<file path="src/rtl/sclip_pkg.sv">
// Package of the serial command-line interpreter: key codes, command names,
// result and beat types. Used by every other file of the block.
package sclip_pkg;

    localparam int SCLIP_LINE_LEN = 96;
    localparam int CMD_COUNT      = 14;
    localparam int NAME_CHARS     = 13;
    localparam int WAIT_CYCLES    = CMD_COUNT + 2;

    localparam logic [7:0] KEY_ESC   = 8'h1B;
    localparam logic [7:0] KEY_CR    = 8'h0D;
    localparam logic [7:0] KEY_BS    = 8'h7F;
    localparam logic [7:0] KEY_BLANK = 8'h20;
    localparam logic [7:0] KEY_PLUS  = 8'h2B;
    localparam logic [7:0] KEY_MINUS = 8'h2D;
    localparam logic [7:0] KEY_ZERO  = 8'h30;
    localparam logic [7:0] KEY_NINE  = 8'h39;
    localparam logic [7:0] KEY_WS_LO = 8'h09;
    localparam logic [7:0] KEY_WS_HI = 8'h0D;

    localparam logic [12:0] ARG_MAX   = 13'd5000;
    localparam logic [8:0]  DUTY_INIT = 9'd127;
    localparam logic [12:0] RECIP_MUL = 13'd5243;

    localparam logic [3:0] OP_RUN_ON   = 4'd0;
    localparam logic [3:0] OP_RUN_OFF  = 4'd1;
    localparam logic [3:0] OP_CHG_ON   = 4'd2;
    localparam logic [3:0] OP_CHG_OFF  = 4'd3;
    localparam logic [3:0] OP_SET_DUTY = 4'd10;
    localparam logic [3:0] OP_DIAG_ON  = 4'd13;

    localparam logic [8*NAME_CHARS-1:0] CMD_NAME [CMD_COUNT] = '{
        "start-it     ", "stop-it      ", "start-zu     ", "stop-zu      ",
        "version      ", "get-board-id ", "get-bat1     ", "get-bat2     ",
        "get-uost     ", "get-uosn     ", "set-uzt      ", "ustir-on     ",
        "ustir-off    ", "start-diagn  "
    };

    localparam logic [3:0] CMD_LEN [CMD_COUNT] = '{
        4'd8, 4'd7, 4'd8, 4'd7, 4'd7, 4'd12, 4'd8,
        4'd8, 4'd8, 4'd8, 4'd7, 4'd8, 4'd9, 4'd11
    };

    typedef struct packed {
        logic       v;
        logic       last;
        logic [7:0] ch;
    } t_beat;

    typedef struct packed {
        logic        echo_valid;
        logic [7:0]  echo_byte;
        logic        send_newline;
        logic        cmd_valid;
        logic [3:0]  cmd_code;
        logic        cmd_unknown;
        logic        run_on;
        logic        charge_on;
        logic [8:0]  duty_value;
        logic [12:0] param_value;
        logic        diag_on;
        logic        diag_finish;
    } t_result;

endpackage

</file>
<file path="src/rtl/sclip_cell.sv">
// One cell of the command matcher chain: compares the token stream with one
// command name and passes each beat on to the next cell. Uses sclip_pkg.
module sclip_cell import sclip_pkg::*; #(
    parameter int K = 0
) (
    input  logic  i_clk,
    input  logic  i_rst_n,
    input  t_beat i_beat,
    output t_beat o_beat,
    output logic  o_hit
);
    logic [3:0] r_pos;
    logic       r_alive;
    logic       r_hit;
    t_beat      r_beat;
    logic [7:0] w_name_ch;

    assign w_name_ch = CMD_NAME[K][8*(NAME_CHARS-1-int'(r_pos)) +: 8];

    always_ff @(posedge i_clk) begin
        if (!i_rst_n) begin
            r_pos   <= '0;
            r_alive <= 1'b1;
            r_hit   <= 1'b0;
            r_beat  <= '0;
        end else begin
            r_beat <= i_beat;
            if (i_beat.v) begin
                if (i_beat.last) begin
                    r_hit   <= r_alive && (r_pos == CMD_LEN[K]);
                    r_alive <= 1'b1;
                    r_pos   <= '0;
                end else if (r_alive && (r_pos < CMD_LEN[K]) && (w_name_ch == i_beat.ch)) begin
                    r_pos <= r_pos + 4'd1;
                end else begin
                    r_alive <= 1'b0;
                end
            end
        end
    end

    assign o_beat = r_beat;
    assign o_hit  = r_hit;
endmodule

</file>
<file path="config.mk">
export PLATFORM = sky130hd
export DESIGN_NAME = sclip_cell
export DESIGN_NICKNAME = d
export VERILOG_FILES = /design/src/rtl/sclip_pkg.sv /design/src/rtl/sclip_cell.sv
export SDC_FILE = /design/constraint.sdc
export NUM_CORES = 1
export LEC_CHECK = 0
export BUFFER_PORTS_ARGS = -buffer_cell sky130_fd_sc_hd__buf_2
export CAP_MARGIN = 40
export CORE_ASPECT_RATIO = 1.25
export CORE_MARGIN = 2
export CORE_UTILIZATION = 47
export CTS_CLUSTER_DIAMETER = 50
export DETAILED_ROUTE_END_ITERATION = 10
export PLACE_DENSITY = 0.78
export SYNTH_ARGS = -nofsm -noshare
export SYNTH_HDL_FRONTEND = slang
export SYNTH_SLANG_ARGS = --single-unit
</file>
<file path="constraint.sdc">
create_clock -name i_clk -period 4.3 [get_ports i_clk]
set_clock_uncertainty 0.05 [all_clocks]
set_input_delay 0.215 -clock i_clk [delete_from_list [all_inputs] [get_ports i_clk]]
set_output_delay 0.215 -clock i_clk [all_outputs]
set_load 0.03 [all_outputs]
</file>
==> flow_summary.ini, run 1 <==
[outcome]
result_of_the_run = finished clean

[worst_setup_path]
critPathSlowestCell = dfxtp_1
crit_path_end_kind = register
crit_arrival_ns = 3.53
timing.setup.critical_path_class = register to register
crit_path_max_fanout = 20
critical_path.reg2reg.startpoint = r_pos[0]$_SDFFE_PN0P_
worstPathCellList = inv_1 -> ha_1 -> inv_1 -> a22oi_1 -> xor2_1 -> o221ai_1 -> nor4_4 -> a21oi_1 -> a221o_1
crit_start = r_pos[0]$_SDFFE_PN0P_
max_stage_delay_ns = 0.76
worstSetupStartpointType = register
cp_data_required_time_ns = 4.43
crit_path_frequent_cell = inv_1

[floorplan]
boundaryPins = 23
die_w_microns = 49.31
std_cell_rows = 20
initial_utilization = 0.4969
fp.dieArea_sq_um = 2990
core_area_sq_um = 2427
die_ht_microns = 60.64

[clocking]
ctsLongestPathBuffers = 2
ctsHoldBuffers = 0
cts_resized = 0
cts_made_buffers = 3
tritoncts = done
clkTransAtPathRegs_ns = 0.09
post_cts_buffers = 0
cts_htree_levels = 1
clk_latency_ns = 0.28
clock_tree.root_cell = clkbuf_4
cts_sinks = 16

[grt]
gr-usage-met2 = 0.3147
grt_antenna_before_repair = 0
top_usage_layer = met2
globalRouteOverflowTotal = 0
global_route_wire_length_before_repair_microns = 4595
grt_use_met1 = 0.2617
grt_start_max_net_pins = 25
gr-usage-met3 = 0.01970
global_route.usage.total = 0.1984
number_of_global_route_vias_before_repair = 998

[synth]
total_nets_after_synthesis = 162
ys.flop_type = dfxtp_1
synthesis.instances = 148
async_reset_ff_frac = 0
postSynthAreaPerCell_sq_um = 8.150
ys_seq_area_frac = 0.2656
synth-edff-count = 0
yosys_warnings = 0
synth_seq_cells = 16
yosys.cell_types.count = 50
post-synth-top-area-cell = dfxtp_1
synth_area_sq_um = 1206
synth_largest_type_area_fraction = 0.2656
post_synth_main_area_contributors = dfxtp_1, and2_1, nand3b_1, nand4_1, xnor2_1

[layout]
num-nets-final = 177
area_delta_synth_final_pct = 7.261
antennaDiodeCount = 0
postLayoutCellArea_sq_um = 1294
layout-drive-gt1-share = 0.1739
layout.cells.non_filler = 194

[placed_design]
gp_routability_congestion = 0.9301
dpl.cell_count = 191
detailed_place_hpwl_microns = 1918
postPlaceCellArea_sq_um = 1271
placement.io_buffers = 22

[timing]
min_period_over_period = 0.7900
max_clock_freq_ghz = 0.2944
report.final.hold_viol_count = 0
worst_slew_pin_slew_ns = 0.7833
totalNegativeSetupSlack_ns = 0
setup-violations-final = 0
timing.final.max_slew_violations = 0
max-slew-margin-rel = 0.4771
period_needed_ns = 3.397
rsz0062_at_grt = false

[power_and_ir_drop]
vdd_ir_drop_max_v = 0.0001116
post-layout-total-power_uw = 274.3
total_leakage_power_nw = 0.4848
power_per_cell_area_nw_per_um2 = 212.0

[route]
drt-initial-drc-count = 54
postRouteAntennaNets = 0
vias_per_cell = 6.031
postRouteWirelength_microns = 2740
dr_total_vias = 1170
wl_per_cell_microns = 14.12
drc = 0
initial_drt_pass_iterations = 4

[hold_path]
hold_path.startpoint = i_beat[7]
hold_path_class = input port to register

[flow_run]
maxCapViolations = 0
[flip-flops by register name (all words and copies together), names as in the netlist]
name	cells
o_beat	10
o_hit	1
r_alive	1
r_pos	4
[report_power, final]
part / leakage [nW] / internal [mW] / switching (mW)
Sequential: 0.132 / 0.154 / 0.00127
Clock: 0.0138 / 0.0326 / 0.0447
Combinational: 0.339 / 0.0157 / 0.0264
[worst max-delay path: cells and delay by family, from the launching register on]
family | cells | cell delay, ns
XOR/XNOR | 1 | 0.16
flip-flops | 1 | 0.76
buffers and inverters | 2 | 0.45
adder cells (fa/ha/maj) | 1 | 0.57
AO/OA/AOI/OAI | 4 | 0.84
AND/OR/NAND/NOR | 1 | 0.44
[cell type report]
type / count / area (sq um)
clock buffer: 3 / 22.52
fill: 235 / 1134
inverter: 7 / 26.28
multi-input combinational: 113 / 773.2
sequential: 16 / 320.3
tap: 33 / 41.29
timing repair buffer: 22 / 110.1
[layer usage]
layer	vias to the layer above	share of wire
met5	-	0
met1	526	0.41
met4	0	0.038
met3	11	0.079
met2	62	0.47
li1	571	-
[metrics by stage]
stage	utilization	hold slack, ns	worst slack, ns
after CTS	0.5330	0.09423	0.9569
after global placement	0.5237	0.3869	1.103
after floorplan	-	0.2867	1.720
final	0.5330	0.09159	0.9032
after detailed placement	0.5237	0.3929	0.9823
after global routing	0.5330	0.1039	0.6399
[synthesized netlist by cell type (5+ instances only)]
cell type / number
a21oi_1: 6
nand3_1: 5
nand3b_1: 7
and2_1: 11
nand2_1: 7
nor2_1: 8
inv_1: 7
dfxtp_1: 16
nand4_1: 7
o21ai_0: 6
[final timing paths]
path	end	slack, ns	cells after the start
hold reg to reg	o_hit$_SDFFE_PN0P_	0.42	2
setup / recovery	r_pos[0]$_SDFFE_PN0P_	0.90	9
hold / removal	o_beat[7]$_SDFF_PN0_	0.09	2
setup reg to reg	r_pos[0]$_SDFFE_PN0P_	0.90	9
[layout by cell type (no fill, tap or decap), types with 3 or more instances in the layout]
master    Yosys  routed
dfxtp_1      16      16
nand2b_1      3       3
nand2_1       7       7
nor3_1        3       3
xnor2_1       4       4
a21boi_0      3       3
nand3b_1      7       7
o221ai_1      3       3
a21oi_1       6       6
nor3b_1       4       4
o21ai_0       6       6
and2_1       11      11
nand4_1       7       7
inv_1         7       7
nor2_1        8       8
buf_2         3      22
clkbuf_4      0       3
nand3_1       5       5
[logic make-up after synthesis]
| group | count (synthesis) | synth area share |
|---|---|---|
| multiplexers | 2 | 0.01660 |
| flip-flops | 16 | 0.2656 |
| AND/OR/NAND/NOR | 66 | 0.3392 |
| XOR/XNOR | 6 | 0.04357 |
| AO/OA/AOI/OAI | 37 | 0.2210 |
| adder cells (fa/ha/maj) | 2 | 0.02074 |
| buffers and inverters | 19 | 0.09336 |
Note: power is estimated with default switching activity, not from simulation.
==> inputs of run 2 (changes only) <==
Settings changed: PLACE_DENSITY 0.78 to 0.81.
Clock period 4.3 ns to 2.8 ns, I/O delays scaled along.
==> run 2 against run 1 <==
Against the previous run: flip-flop and latch count is the same; maximum frequency grew 31%; register-to-register slack lost 0.69 ns; non-clock buffer count grew 6; setup slack lost 0.69 ns; sequential share of layout area shrank 1.1 points; total power grew 67%; final cell count grew 3.6%; critical path type unchanged.
==> flow_summary.ini, run 2 (synthesis gave the netlist of run 1 again) <==
[outcome]
result_of_the_run = finished clean

[floorplan]
die_w_microns = 49.31
die_ht_microns = 60.64
fp.dieArea_sq_um = 2990
boundaryPins = 23
core_area_sq_um = 2427
initial_utilization = 0.4969
std_cell_rows = 20

[hold_path]
worstHoldEndpoint = o_beat[7]$_SDFF_PN0_
holdPathStages = 2
hold_path_class = input port to register
hold_path.startpoint = i_beat[7]

[worst_setup_path]
crit_arrival_ns = 2.72
reg2regPathDepth = 8
crit_path_max_fanout = 8
cp_data_required_time_ns = 2.94
critical_path.reg2reg.startpoint = r_pos[0]$_SDFFE_PN0P_
crit_path_end_kind = register
rr_endpoint = r_pos[0]$_SDFFE_PN0P_
timing.setup.critical_path_class = register to register
worstSetupStartpointType = register
setup.reg_to_reg.worst_slack_ns = 0.22

[timing]
finalWorstSetupSlack_ns = 0.2163
max-slew-margin-rel = 0.6452
rsz0062_at_grt = false
worst_slew_pin_slew_ns = 0.5315
whs_ns = 0.01443
timing.final.max_slew_violations = 0
setup-violations-final = 0
period_needed_ns = 2.584
totalNegativeSetupSlack_ns = 0
max_clock_freq_ghz = 0.3870
min_period_over_period = 0.9227
report.final.hold_viol_count = 0

[layout]
fillCellCount = 222
final_common_cell = buf_2
layout_common_cells = buf_2, dfxtp_1, and2_1, nor2_1
layout.core_utilization = 0.5582
largest_reg_flops = 10
layout-drive-gt1-share = 0.2143
area_delta_synth_final_pct = 12.34
layout.cells.non_filler = 201
antennaDiodeCount = 0
postLayoutCellArea_sq_um = 1355
num-nets-final = 183

[placed_design]
post_place_setup_slack_ns = 0.1856
postPlaceCellArea_sq_um = 1316
placement.io_buffers = 22
gp_routability_congestion = 0.8739
dpl.cell_count = 197
detailed_place_hpwl_microns = 2020

[clocking]
clkTransAtPathRegs_ns = 0.10
clk_latency_ns = 0.29
cts_resized = 0
cts_made_buffers = 3
cts_sinks = 16
ctsHoldBuffers = 0
ctsLongestPathBuffers = 2
clock_tree.root_cell = clkbuf_4
post_cts_buffers = 0
cts_htree_levels = 1
tritoncts = done

[route]
drt-initial-drc-count = 70
dr_total_vias = 1194
drc = 0
vias_per_cell = 5.940
initial_drt_pass_iterations = 4
postRouteWirelength_microns = 2883
wl_per_cell_microns = 14.34
postRouteAntennaNets = 0

[grt]
grt_start_max_net_pins = 20
global_route_wire_length_before_repair_microns = 4774
globalRouteOverflowTotal = 0
grt_antenna_before_repair = 0
number_of_global_route_vias_before_repair = 1067
global_route.usage.total = 0.2026

[flow_run]
maxCapViolations = 0

[power_and_ir_drop]
total_leakage_power_nw = 0.5224
power_per_cell_area_nw_per_um2 = 338.4
post-layout-total-power_uw = 458.6
vdd_ir_drop_max_v = 0.0001319
[run 2: cell count changes in the layout (fill, tap and decap cells not counted), sizes merged]
cell,delta
clkbuf,+1
buf,+6
[run 2: power by group]
part	internal (mW)	leakage (nW)	switching, mW
registers	0.236	0.132	0.00196
logic	0.0242	0.370	0.0407
clock network	0.0793	0.0210	0.0765
total	0.339	0.522	0.119
[run 2: metal layers]
layer / vias up / track usage / part of all wire
met3: 11 / 0.01970 / 0.055
li1: 588 / - / -
met5: - / 0 / 0
met2: 62 / 0.3205 / 0.48
met1: 533 / 0.2693 / 0.43
met4: 0 / 0.1265 / 0.028
[run 2: cell type report]
cell class                      count  area (sq um)  area share
Multi-Input combinational cell    113         775.7      0.5725
Sequential cell                    16         320.3      0.2364
Timing Repair Buffer               28         155.1      0.1145
Tap cell                           33         41.29     0.03047
Clock buffer                        4         36.28     0.02678
Inverter                            7         26.28     0.01939
[run 2: critical path, stage by stage (launching register included)]
cell and delay [ns]:
dfxtp_1 0.34, inv_1 0.06, ha_2 0.32, nor2_1 0.33, o21ai_0 0.20, o2111a_1 0.31
nor4_4 0.48, a21oi_1 0.12, a221o_1 0.27
[run 2: worst max-delay path by stage]
stage	start	to	slack (ns)
2_1_floorplan	r_pos[0]$_SDFFE_PN0P_	r_pos[0]$_SDFFE_PN0P_	0.22
3_3_place_gp	r_pos[0]$_SDFFE_PN0P_	r_pos[0]$_SDFFE_PN0P_	0.22
3_5_place_dp	r_pos[0]$_SDFFE_PN0P_	r_pos[0]$_SDFFE_PN0P_	0.19
4_1_cts	r_pos[0]$_SDFFE_PN0P_	r_pos[0]$_SDFFE_PN0P_	0.17
5_1_grt	r_pos[0]$_SDFFE_PN0P_	r_pos[0]$_SDFFE_PN0P_	0.03
6_report	r_pos[0]$_SDFFE_PN0P_	r_pos[0]$_SDFFE_PN0P_	0.22
